File: config.mk
export PLATFORM = sky130hd
export DESIGN_NAME = aml_sleep_state_package_finder
export DESIGN_NICKNAME = d
export VERILOG_FILES = /design/src/asp_pkg.sv /design/src/asp_match.sv /design/src/asp_parse.sv /design/src/aml_sleep_state_package_finder.sv
export SDC_FILE = /design/constraint.sdc
export NUM_CORES = 1
export LEC_CHECK = 0
export CORE_ASPECT_RATIO = 0.5
export CORE_MARGIN = 2
export CORE_UTILIZATION = 64
export CTS_CLUSTER_DIAMETER = 30
export DETAILED_ROUTE_END_ITERATION = 8
export DONT_BUFFER_PORTS = 1
export MAX_ROUTING_LAYER = met4
export PLACE_DENSITY = 0.8
export SLEW_MARGIN = 20
export SYNTH_ARGS = -nofsm -noshare
export SYNTH_HDL_FRONTEND = slang
export SYNTH_SLANG_ARGS = --single-unit
File: constraint.sdc
create_clock -name clock -period 7.9 [get_ports clock]
set_input_delay 1.58 -clock clock [delete_from_list [all_inputs] [get_ports clock]]
set_output_delay 1.58 -clock clock [all_outputs]
set_load 0.01 [all_outputs]
File: src/asp_pkg.sv
`default_nettype none

package asp_pkg;

   // Width of the byte position counter and the committed match position.
   localparam int POSITION_BITS = 24;
   localparam logic [POSITION_BITS-1:0] POS_MAX = {POSITION_BITS{1'b1}};
   localparam logic [POSITION_BITS-1:0] MIN_DISTANCE = POSITION_BITS'(4);

   // Byte codes of the pattern and of the package encoding.
   localparam logic [7:0] NAME_PREFIX  = 8'h08;
   localparam logic [7:0] ROOT_CHAR    = 8'h5C;
   localparam logic [7:0] UNDERSCORE   = 8'h5F;
   localparam logic [7:0] CHAR_S       = 8'h53;
   localparam logic [7:0] CHAR_5       = 8'h35;
   localparam logic [7:0] PACKAGE_OP   = 8'h12;
   localparam logic [7:0] BYTE_PREFIX  = 8'h0A;

   localparam int HISTORY_DEPTH = 5;

   typedef enum logic [3:0] {
      PH_SEARCH   = 4'd0,
      PH_AWAIT    = 4'd1,
      PH_LENGTH   = 4'd2,
      PH_SKIP     = 4'd3,
      PH_A_OR_PFX = 4'd4,
      PH_A        = 4'd5,
      PH_B_OR_PFX = 4'd6,
      PH_B        = 4'd7,
      PH_DONE     = 4'd8
   } phase_type;

   typedef struct packed {
      logic       found;
      logic [2:0] sleep_type_a;
      logic [2:0] sleep_type_b;
   } result_type;

   // Common control for the datapath modules: one byte taken this cycle.
   typedef struct packed {
      logic       step;
      logic       last;
      logic [7:0] data_byte;
   } step_type;

endpackage

`default_nettype wire

File: src/asp_match.sv
`default_nettype none

module asp_match (
   input  wire logic              clock,
   input  wire logic              reset,
   input  wire asp_pkg::step_type ctl,
   output logic                   hit
);

   logic [7:0] recent_ff [asp_pkg::HISTORY_DEPTH];
   logic [7:0] recent_in [asp_pkg::HISTORY_DEPTH];

   // Detect the name with its prefix, with or without the root character.
   always_comb begin
      hit = (ctl.data_byte == asp_pkg::UNDERSCORE) &&
            (recent_ff[0] == asp_pkg::CHAR_5) &&
            (recent_ff[1] == asp_pkg::CHAR_S) &&
            (recent_ff[2] == asp_pkg::UNDERSCORE) &&
            ((recent_ff[3] == asp_pkg::NAME_PREFIX) ||
             ((recent_ff[4] == asp_pkg::NAME_PREFIX) &&
              (recent_ff[3] == asp_pkg::ROOT_CHAR)));
   end

   // Shift the history, clear it at the end of a body.
   always_comb begin
      recent_in[0] = ctl.data_byte;
      for (int i = 1; i < asp_pkg::HISTORY_DEPTH; i++) begin
         recent_in[i] = recent_ff[i-1];
      end
   end

   always_ff @(posedge clock) begin
      if (reset) begin
         for (int i = 0; i < asp_pkg::HISTORY_DEPTH; i++) begin
            recent_ff[i] <= 8'h00;
         end
      end else if (ctl.step) begin
         for (int i = 0; i < asp_pkg::HISTORY_DEPTH; i++) begin
            recent_ff[i] <= ctl.last ? 8'h00 : recent_in[i];
         end
      end
   end

endmodule

`default_nettype wire

File: src/asp_parse.sv
`default_nettype none

module asp_parse (
   input  wire logic                clock,
   input  wire logic                reset,
   input  wire asp_pkg::step_type   ctl,
   input  wire logic                hit,
   output asp_pkg::result_type      res
);

   asp_pkg::phase_type                 phase_ff, phase_in;
   logic [2:0]                         skip_ff, skip_in;
   logic [asp_pkg::POSITION_BITS-1:0]  pos_ff, pos_in;
   logic [asp_pkg::POSITION_BITS-1:0]  start_ff, start_in;
   logic [asp_pkg::POSITION_BITS-1:0]  distance;
   logic [2:0]                         type_a_ff, type_a_in;
   logic [2:0]                         type_b_ff, type_b_in;
   logic                               found;

   // Advance the parse phase for the byte in hand.
   always_comb begin
      phase_in  = phase_ff;
      skip_in   = skip_ff;
      start_in  = start_ff;
      type_a_in = type_a_ff;
      type_b_in = type_b_ff;
      case (phase_ff)
         asp_pkg::PH_SEARCH: begin
            if (hit) begin
               phase_in = asp_pkg::PH_AWAIT;
            end
         end
         asp_pkg::PH_AWAIT: begin
            if (ctl.data_byte == asp_pkg::PACKAGE_OP) begin
               start_in  = pos_ff;
               type_a_in = 3'd0;
               type_b_in = 3'd0;
               phase_in  = asp_pkg::PH_LENGTH;
            end else begin
               phase_in = asp_pkg::PH_SEARCH;
            end
         end
         asp_pkg::PH_LENGTH: begin
            skip_in  = {1'b0, ctl.data_byte[7:6]} + 3'd1;
            phase_in = asp_pkg::PH_SKIP;
         end
         asp_pkg::PH_SKIP: begin
            skip_in = skip_ff - 3'd1;
            if (skip_in == 3'd0) begin
               phase_in = asp_pkg::PH_A_OR_PFX;
            end
         end
         asp_pkg::PH_A_OR_PFX: begin
            if (ctl.data_byte == asp_pkg::BYTE_PREFIX) begin
               phase_in = asp_pkg::PH_A;
            end else begin
               type_a_in = ctl.data_byte[2:0];
               phase_in  = asp_pkg::PH_B_OR_PFX;
            end
         end
         asp_pkg::PH_A: begin
            type_a_in = ctl.data_byte[2:0];
            phase_in  = asp_pkg::PH_B_OR_PFX;
         end
         asp_pkg::PH_B_OR_PFX: begin
            if (ctl.data_byte == asp_pkg::BYTE_PREFIX) begin
               phase_in = asp_pkg::PH_B;
            end else begin
               type_b_in = ctl.data_byte[2:0];
               phase_in  = asp_pkg::PH_DONE;
            end
         end
         asp_pkg::PH_B: begin
            type_b_in = ctl.data_byte[2:0];
            phase_in  = asp_pkg::PH_DONE;
         end
         default: begin
         end
      endcase
   end

   // Advance the byte position, hold at the top.
   assign pos_in = (pos_ff == asp_pkg::POS_MAX) ? pos_ff
                 : pos_ff + asp_pkg::POSITION_BITS'(1);

   // Report a package only when it lies far enough from the end.
   assign distance = pos_ff - start_in;
   assign found = ((phase_in == asp_pkg::PH_B_OR_PFX) ||
                   (phase_in == asp_pkg::PH_B) ||
                   (phase_in == asp_pkg::PH_DONE)) &&
                  (pos_ff >= start_in) && (distance >= asp_pkg::MIN_DISTANCE);

   always_comb begin
      res.found        = found;
      res.sleep_type_a = found ? type_a_in : 3'd0;
      res.sleep_type_b = found ? type_b_in : 3'd0;
   end

   // Update on each accepted byte, return to reset after the last one.
   always_ff @(posedge clock) begin
      if (reset || (ctl.step && ctl.last)) begin
         phase_ff  <= asp_pkg::PH_SEARCH;
         skip_ff   <= 3'd0;
         pos_ff    <= '0;
         start_ff  <= '0;
         type_a_ff <= 3'd0;
         type_b_ff <= 3'd0;
      end else if (ctl.step) begin
         phase_ff  <= phase_in;
         skip_ff   <= skip_in;
         pos_ff    <= pos_in;
         start_ff  <= start_in;
         type_a_ff <= type_a_in;
         type_b_ff <= type_b_in;
      end
   end

endmodule

`default_nettype wire

File: src/aml_sleep_state_package_finder.sv
// Channel   Direction  Ports                                      Transaction
// req       in         req_data_byte, req_last                    one body byte
// rsp       out        rsp_found, rsp_sleep_type_a/_b             one per body
//
// One byte is taken per cycle while req_ready is high; the parse phase and byte
// history update in the cycle of acceptance, and the result is registered into
// the output register as the last byte of a body is accepted.
// Synchronous active-high reset clears the parser, history and output valid.
// req_ready drops only while a result waits in the output register and
// rsp_ready is low.
`default_nettype none

module aml_sleep_state_package_finder (
   input  wire logic       clock,
   input  wire logic       reset,
   input  wire logic       req_valid,
   output logic            req_ready,
   input  wire logic [7:0] req_data_byte,
   input  wire logic       req_last,
   output logic            rsp_valid,
   input  wire logic       rsp_ready,
   output logic            rsp_found,
   output logic [2:0]      rsp_sleep_type_a,
   output logic [2:0]      rsp_sleep_type_b
);

   asp_pkg::step_type   ctl;
   asp_pkg::result_type res;
   asp_pkg::result_type rsp_ff;
   logic                rsp_valid_ff, rsp_valid_in;
   logic                hit;

   // Accept a transaction whenever the output register is free or draining.
   assign req_ready     = !rsp_valid_ff || rsp_ready;
   assign ctl.step      = req_valid && req_ready;
   assign ctl.last      = req_last;
   assign ctl.data_byte = req_data_byte;

   asp_match u_match (
      .clock (clock),
      .reset (reset),
      .ctl   (ctl),
      .hit   (hit)
   );

   asp_parse u_parse (
      .clock (clock),
      .reset (reset),
      .ctl   (ctl),
      .hit   (hit),
      .res   (res)
   );

   // Hold the result until taken.
   always_comb begin
      rsp_valid_in = rsp_valid_ff;
      if (ctl.step && ctl.last) begin
         rsp_valid_in = 1'b1;
      end else if (rsp_ready) begin
         rsp_valid_in = 1'b0;
      end
   end

   always_ff @(posedge clock) begin
      if (reset) begin
         rsp_valid_ff <= 1'b0;
      end else begin
         rsp_valid_ff <= rsp_valid_in;
      end
   end

   always_ff @(posedge clock) begin
      if (ctl.step && ctl.last) begin
         rsp_ff <= res;
      end
   end

   assign rsp_valid        = rsp_valid_ff;
   assign rsp_found        = rsp_ff.found;
   assign rsp_sleep_type_a = rsp_ff.sleep_type_a;
   assign rsp_sleep_type_b = rsp_ff.sleep_type_b;

endmodule

`default_nettype wire

==> flow_summary.ini, run 1 <==
[timing]
rsz0062_at_grt = no
fin_crit_sh = 0.804
skew_ns = 0.0115
setup_violations = 0
slew_viol_final = 0
worstMarginPinSlew_ns = 0.901
slew_headroom = 0.399
min_period_ns = 6.35
final.setup.tns_ns = 0
max_freq_mhz = 157
finalHoldViolCount = 0

[logic_synthesis]
ys_ff_latch = 109
synth_edf_count = 47
synth_cell_types = 74
yosysSeqAreaShare = 0.405
synth_flop_cell = dfxtp_1
netlist_area_sq_um = 6560
postSynthCellCount = 735
async_flop_share = 0
yosysWarningCount = 0
avgSynthCellArea_sq_um = 8.92
synth_fp_nets = 775

[clock_network]
hold_buffers = 0
ctsResizeCount = 0
cts.path.max_buffers = 2
htree_levels = 3
insertion_delay_ns = 0.35
clock-sinks = 109
cts_buffers = 9
cts_setup_buffers = 0
cts-root-buf = clkbuf_16
cts.clk_slew.worst_paths_ns = 0.08
cts_tree = done

[critical_path]
reg2reg_depth = 14
arrival_ns = 6.44
crit_fanout = 23
start_kind = input port
r2r_start = u_parse.phase_ff[1]
reg2reg_slack_ns = 2.55
worst-setup-path-type = input port to flop
rr_endpoint = rsp_sleep_type_b[2]
end_kind = flop
critPathRequiredTime_ns = 7.98

[finish]
nNetsFinal = 749
num_antenna_cells = 0
synthToLayoutAreaGrowth_pct = 5.46
final_cell_area_sq_um = 6910
fillers = 792
drive_above_1_share = 0.0574

[drt]
via_per_inst = 6.36
first_pass_iters = 6
detail-route-antenna-nets = 0
post_drt_wl_per_cell_microns = 18.0
drt-total-wl_mm = 15.4
vias = 5434
drcViolationCount = 0
drtIter0Drc = 379

[global_routing]
track_usage = 0.295
grt_max_degree = 53
grt_pass1_vias = 4953
grt_pass1_wl_mm = 25.0
grt_overflow = 0
grt_antenna_before_repair = 0

[outcome]
status = finished, final reports clean

[pwr]
leakage_nw = 2.61
p_per_area_nw_per_um2 = 177
vdd_ir_drop_max_mv = 0.104

[placed_design]
io_buffers = 0
post-dp-hpwl_mm = 11.2
dpl_cell_area_sq_um = 6610
routabilityCongestion = 0.964

[floorplanning]
fp.dieH_microns = 75.6
chipWidth_microns = 147
core_sq_um = 10100
fp-row-count = 26
start_util = 0.650
die_area_sq_um = 11100
io_pins = 22

[worst_hold_path]
hp-start = u_parse.type_b_ff[1]
hold_path_depth = 2
min_path_type = flop to flop
holdPathEnd = u_parse.type_b_ff[1]

[run]
maxCapViolations = 0
==> sequential cells by signal, summed over array words and instances (netlist names) <==
register	flops
u_parse.phase_ff	4
u_parse.skip_ff	3
u_parse.start_ff	24
u_parse.type_a_ff	3
u_parse.type_b_ff	3
u_match.recent_ff	40
rsp_sleep_type_a	3
rsp_found	1
rsp_valid	1
rsp_sleep_type_b	3
u_parse.pos_ff	24
==> critical path, stage by stage <==
cell and delay, ns:
inv_1 0.08, ha_1 0.17, or4bb_1 0.67, nor3_2 0.40
buf_4 0.41, mux2i_1 0.28, ha_1 0.34, a21oi_1 0.40
maj3_1 0.26, a21oi_1 0.07, a21oi_1 0.40, o21ai_0 0.14
a2111oi_0 0.39, nand3_1 0.18, nor4b_4 0.51, nor4_1 0.13
==> worst max-delay path by stage <==
stage / start / end / cells after the start
global route: req_data_byte[7] / rsp_sleep_type_b[2] / 16
CTS: req_data_byte[7] / rsp_sleep_type_b[2] / 17
global placement: req_data_byte[7] / rsp_sleep_type_b[0] / 16
finish: req_data_byte[7] / rsp_sleep_type_b[2] / 16
floorplan: req_data_byte[7] / rsp_sleep_type_a[0] / 20
detailed placement: req_data_byte[7] / rsp_sleep_type_b[2] / 16
==> placed cells by master (no fill, tap or decap), drive strengths merged, types with 24 or more instances in the layout <==
cell type and n:
ha 27, edfxtp 47, a21oi 42, mux2i 30, inv 24, nand2 56, and2 42, nor2 86
o21ai 33, dfxtp 62
==> power by group <==
part           total (mW)  switching (mW)  leakage, nW  internal (mW)
clock               0.451           0.226        0.144          0.225
sequential          0.622          0.0131         1.01          0.609
combinational       0.153          0.0940         1.45         0.0587
==> stage by stage <==
stage | hold slack [ns] | setup slack [ns] | power, mW | instances | util
final | 0.482 | 1.55 | 1.23 | 854 | 0.685
after global routing | 0.493 | 1.01 | 1.27 | 854 | 0.685
after CTS | 0.478 | 1.61 | 1.23 | 854 | 0.685
after detailed placement | 0.468 | 1.25 | 0.784 | 838 | 0.655
after global placement | 0.461 | 1.31 | 0.783 | 838 | 0.655
after floorplan | 0.450 | 1.26 | 0.748 | 735 | -
==> cell type report <==
class / instances / area (sq um) / area share
repair buffers: 6 / 45.0 / 0.00652
clock buffers: 9 / 225 / 0.0326
flip-flops and latches: 109 / 2650 / 0.384
clock inverters: 7 / 77.6 / 0.0112
inverters: 21 / 78.8 / 0.0114
well taps: 140 / 175 / 0.0253
multi-input cells: 562 / 3660 / 0.529
==> per-layer routing <==
metal,vias up,track usage,share of wire
met1,2599,0.366,0.45
met2,167,0.511,0.48
met3,28,0.0461,0.052
met5,-,-,0
met4,0,0.0919,0.019
li1,2640,-,-
==> logic make-up after synthesis <==
logic type               Yosys count  share of synthesized area
flip-flops                       109                      0.405
AND/OR/NAND/NOR                  299                      0.237
adder cells (fa/ha/maj)           29                     0.0546
buffers and inverters             64                     0.0401
multiplexers                      32                     0.0492
AO/OA/AOI/OAI                    176                      0.180
XOR/XNOR                          26                     0.0347
==> Yosys cell counts, types with 3 or more instances <==
cell type,number,area (sq um)
buf_2,3,15.0
nand3_1,19,95.1
nand4_1,8,50.1
or3b_2,3,26.3
nand3b_1,3,22.5
and2_1,41,257
a21o_1,10,75.1
edfxtp_1,47,1410
and3_1,6,37.5
nand2b_1,8,50.1
nor2_1,86,323
or2_2,3,18.8
nor4_1,16,100
a211oi_1,22,165
o21bai_1,6,45.0
o21a_1,4,30.0
nand2_1,56,210
o21ai_1,3,15.0
inv_1,21,78.8
dfxtp_1,62,1240
a31oi_1,10,62.6
o21ai_0,30,150
ha_1,27,338
buf_1,4,15.0
o31ai_1,3,22.5
xor2_1,16,140
a22oi_1,9,67.6
mux2i_1,30,300
o31a_1,3,26.3
o22ai_1,3,18.8
nor4bb_1,3,30.0
nor3_1,13,65.1
nor2b_1,9,56.3
a21oi_1,41,205
xnor2_1,10,87.6
clkbuf_1,33,124
or3_1,11,68.8
Power figures use the tool's default switching activity.
==> inputs of run 2 (changes only) <==
- clock period: 7.9 -> 6 ns (I/O delays scaled with it)
==> flow_summary.ini, run 2 (same netlist as run 1, synthesis figures left out) <==
[pwr]
p_comb_frac = 0.127
intPower_mw = 1.18
vdd_ir_drop_max_mv = 0.153
leakage_nw = 2.66
p_sw_frac = 0.276
p_sw_mw = 0.450
clockPowerShare = 0.372
p_per_area_nw_per_um2 = 233
seqPwrFrac = 0.501

[critical_path]
end_kind = flop
path_delay_family = simple AND/OR/NAND/NOR gates
worst-setup-path-type = input port to flop
cpMostUsedCell = ha_1
cpPeakStageDelay_ns = 0.52
crit_path_start = req_data_byte[7]
crit_buf_inv = 2
reg2reg_slack_ns = 0.88
critPathRequiredTime_ns = 6.09
rr_endpoint = rsp_sleep_type_a[2]
worstPathCellList = inv_1 > ha_1 > or4bb_1 > buf_4 > or3_4 > o21ai_0 > ha_1 > nand2b_1 > a21oi_1 > or3b_2 > a21bo_1 > o21ai_1 > a211oi_2 > a31oi_1 > mux2_2 > nor4b_4 > nor4_1
reg2reg_depth = 15
r2r_start = u_parse.phase_ff[0]
start_kind = input port
crit_fanout = 12
arrival_ns = 5.69
slowest_stage = or4bb_1

[timing]
fin_crit_sh = 0.933
max_freq_mhz = 179
finalHoldViolCount = 0
final.setup.tns_ns = 0
slew_headroom = 0.386
min_period_ns = 5.60
whs_ns = 0.485
skew_ns = 0.0124
rsz0062_at_grt = no
setup_violations = 0
worstMarginPinSlew_ns = 0.922
slew_viol_final = 0

[worst_hold_path]
hp-start = u_parse.type_a_ff[1]
holdPathEnd = u_parse.type_a_ff[1]
hold_path_depth = 2
min_path_type = flop to flop

[floorplanning]
chipWidth_microns = 147
die_area_sq_um = 11100
fp.dieH_microns = 75.6
fp-row-count = 26
start_util = 0.650
io_pins = 22
core_sq_um = 10100

[drt]
first_pass_iters = 5
drt-total-wl_mm = 15.5
drcViolationCount = 0
vias = 5520
post_drt_wl_per_cell_microns = 17.9
detail-route-antenna-nets = 0
drtIter0Drc = 468
via_per_inst = 6.38

[finish]
most-common-layout-cells = nor2_1 (86), dfxtp_1 (62), nand2_1 (56)
reg.largest.list = u_match.recent_ff: 40 flops, u_parse.pos_ff: 24 flops, u_parse.start_ff: 24 flops
num_antenna_cells = 0
nNetsFinal = 760
fillers = 780
largest_reg_flops = 40
drive_above_1_share = 0.0717
largest-register = u_match.recent_ff
synthToLayoutAreaGrowth_pct = 6.83
final_common_cell = nor2_1
final_util = 0.694

[placed_design]
routabilityCongestion = 0.993
post-dp-hpwl_mm = 11.3
io_buffers = 0

[clock_network]
cts.clk_slew.worst_paths_ns = 0.08
ctsResizeCount = 0
htree_levels = 3
cts-root-buf = clkbuf_16
clock-sinks = 109
cts.path.max_buffers = 2
hold_buffers = 0
cts_setup_buffers = 0
insertion_delay_ns = 0.36
cts_tree = done
cts_buffers = 9

[outcome]
status = finished, final reports clean

[global_routing]
grt_pass1_wl_mm = 24.9
grt_pass1_vias = 5002
grt_antenna_before_repair = 0
grt_max_degree = 51
track_usage = 0.295
grt_overflow = 0
met3_usage = 0.0635
use_met1 = 0.381
grt.busiest_layer = met2
met2_usage = 0.477

[run]
maxCapViolations = 0
==> run 2: worst max path at each step <==
stage / to / slack [ns] / depth (start not counted)
finish: rsp_sleep_type_a[2] / 0.40 / 17
floorplan: rsp_sleep_type_a[0] / 0.13 / 20
CTS: rsp_sleep_type_a[1] / 0.47 / 17
global placement: rsp_sleep_type_a[1] / 0.26 / 17
global route: rsp_sleep_type_b[1] / 0.17 / 17
detailed placement: rsp_sleep_type_a[1] / 0.12 / 17
==> run 2: cell type report <==
type                       instances  area [sq um]  share of cell area
timing repair buffer              17           140              0.0200
sequential                       109          2650               0.379
clock buffer                       9           225              0.0322
multi-input combinational        562          3660               0.522
tap                              140           175              0.0250
clock inverter                     7          72.6              0.0104
inverter                          21          78.8              0.0113
==> run 2: metrics by stage <==
stage / instances / total power [mW] / instance area [sq um] / setup slack [ns]
2_1_floorplan: 735 / 0.985 / 6560 / 0.135
4_1_cts: 865 / 1.63 / 7000 / 0.468
3_3_place_gp: 849 / 1.03 / 6700 / 0.263
6_report: 865 / 1.63 / 7000 / 0.401
3_5_place_dp: 849 / 1.04 / 6700 / 0.118
5_1_grt: 865 / 1.69 / 7000 / 0.169
==> run 2: tightest hold or removal path: stages, from the launching register on <==
cell and delay (ns):
dfxtp_1 0.33, nand2_1 0.06, a21oi_1 0.05
==> run 2: layer usage <==
layer,wire length (microns),vias to the layer above
met4,280,0
met1,7210,2600
met2,6890,215
met5,0,-
li1,-,2667
met3,1090,38
==> run 2: power by group through the flow <==
stage                     registers [mW]  logic (mW)  clock network, mW
after global routing               0.822       0.229              0.637
after floorplan                    0.828       0.157                  0
after global placement             0.834       0.200                  0
after CTS                          0.818       0.204              0.611
final                              0.818       0.208              0.607
after detailed placement           0.835       0.202                  0
==> inputs of run 3 (changes only) <==
- BUFFER_PORTS_ARGS: not set -> -buffer_cell sky130_fd_sc_hd__clkbuf_2
- CORE_UTILIZATION: 64 -> 65
- CTS_BUF_LIST: not set -> sky130_fd_sc_hd__clkbuf_8
- DONT_BUFFER_PORTS: 1 -> not set
- PLACE_DENSITY: 0.8 -> 0.83
==> flow_summary.ini, run 3 (same netlist as run 1, synthesis figures left out) <==
[finish]
nNetsFinal = 787
largest_reg_flops = 40
synthToLayoutAreaGrowth_pct = 7.33
reg.largest.list = u_match.recent_ff: 40 flops, u_parse.pos_ff: 24 flops, u_parse.start_ff: 24 flops
drive_above_1_share = 0.106
final_common_cell = nor2_1
largest-register = u_match.recent_ff
stdcell_count = 887
most-common-layout-cells = nor2_1 (86), dfxtp_1 (62), nand2_1 (56)
num_antenna_cells = 0
final_util = 0.730

[floorplanning]
fp.dieH_microns = 75.0
die_area_sq_um = 11000
fp-row-count = 25
chipWidth_microns = 146
io_pins = 22
start_util = 0.680
core_sq_um = 9630

[global_routing]
grt_antenna_before_repair = 0
grt_pass1_vias = 5215
grt_pass1_wl_mm = 25.3
track_usage = 0.302
grt_max_degree = 50
grt_overflow = 0

[timing]
max_freq_mhz = 179
min_period_ns = 5.58
finalHoldViolCount = 0
slew_headroom = 0.404
slew_viol_final = 0
whs_ns = 0.483
worstMarginPinSlew_ns = 0.894
rsz0062_at_grt = no
skew_ns = 0.00719
fin_ws_ns = 0.417
fin_crit_sh = 0.931
setup_violations = 0

[pwr]
leakage_nw = 2.73
p_per_area_nw_per_um2 = 212
vdd_ir_drop_max_mv = 0.118

[critical_path]
reg2reg_slack_ns = 1.10
worst-setup-path-type = input port to flop
r2r_start = u_parse.phase_ff[1]
arrival_ns = 5.79
end_kind = flop
reg2reg_depth = 15
start_kind = input port
crit_fanout = 34
critPathRequiredTime_ns = 6.21
rr_endpoint = rsp_sleep_type_b[1]

[run]
maxCapViolations = 0

[drt]
drt-total-wl_mm = 15.2
vias = 5532
first_pass_iters = 5
post_drt_wl_per_cell_microns = 17.1
via_per_inst = 6.24
drcViolationCount = 0
detail-route-antenna-nets = 0
drtIter0Drc = 459

[worst_hold_path]
hold_path_depth = 2
hp-start = u_parse.type_a_ff[1]
min_path_type = flop to flop
holdPathEnd = u_parse.type_a_ff[1]

[placed_design]
io_buffers = 21
placedCellCount = 871
post-place-ws_ns = -0.0489
routabilityCongestion = 1.01
post-dp-hpwl_mm = 11.1

[clock_network]
insertion_delay_ns = 0.39
cts-root-buf = clkbuf_8
cts.clk_slew.worst_paths_ns = 0.11
htree_levels = 3
cts_buffers = 9
cts.path.max_buffers = 2
cts_setup_buffers = 0
cts_tree = done
clock-sinks = 109

[outcome]
status = finished, final reports clean
==> run 3: cell types whose count changed in the layout (fill, tap and decap cells not counted), sizes merged <==
cell	delta
buf	+6
clkinv	+1
inv	-1
clkbuf	+21
==> run 3: layer usage <==
metal  global-route usage  part of all wire  wire length, microns  vias to the layer above
met5                    -                 0                     0                        -
met4                0.117             0.023                   355                        0
met3               0.0485             0.060                   912                       39
met2                0.507              0.47                  7060                      206
met1                0.379              0.45                  6820                     2575
li1                     -                 -                     -                     2712
==> run 3: metrics by stage <==
step	cell area [sq um]	power, mW	setup TNS (ns)
after floorplan	6560	0.985	0
after global placement	6830	1.05	0
after detailed placement	6830	1.05	-0.323
after CTS	7030	1.49	0
after global routing	7040	1.55	0
final	7040	1.49	0
==> run 3: layout make-up <==
cell class                 instances  area [sq um]
timing repair buffer              44           278
tap                              135           169
fill                             732          2600
clock buffer                       9           124
clock inverter                     7          70.1
inverter                          21          78.8
multi-input combinational        562          3660
sequential                       109          2650
==> run 3: worst max path at each step <==
stage,from,endpoint,depth (start not counted)
after floorplan,req_data_byte[7],rsp_sleep_type_a[0],20
after global placement,req_data_byte[6],rsp_sleep_type_b[2],19
after detailed placement,req_data_byte[6],rsp_found,19
after CTS,req_data_byte[6],rsp_sleep_type_b[1],19
after global routing,req_data_byte[7],rsp_sleep_type_b[2],18
final,req_data_byte[6],rsp_sleep_type_b[1],18
==> run 3: what timing repair did <==
| item | CTS | global route |
|---|---|---|
| setup endpoints to repair | 0 | 7 |
| gates resized for setup | 0 | 1 |
| hold buffers | 0 | 0 |
==> run 3: critical path: stages <==
cell and delay, ns:
clkbuf_2 0.12, inv_1 0.09, ha_1 0.17, or4bb_1 0.65
nor3_2 0.26, buf_4 0.45, mux2i_1 0.18, ha_1 0.26
maj3_1 0.35, mux2i_1 0.28, o21ai_1 0.23, or3_1 0.40
o21a_1 0.21, o211a_1 0.24, o2111a_1 0.13, nor4b_4 0.12
buf_4 0.16, nor4_1 0.28
==> run 3: where the power goes <==
part	leakage, nW	internal, mW	switching [mW]
clock	0.101	0.165	0.288
sequential	1.01	0.802	0.0153
combinational	1.62	0.0876	0.135
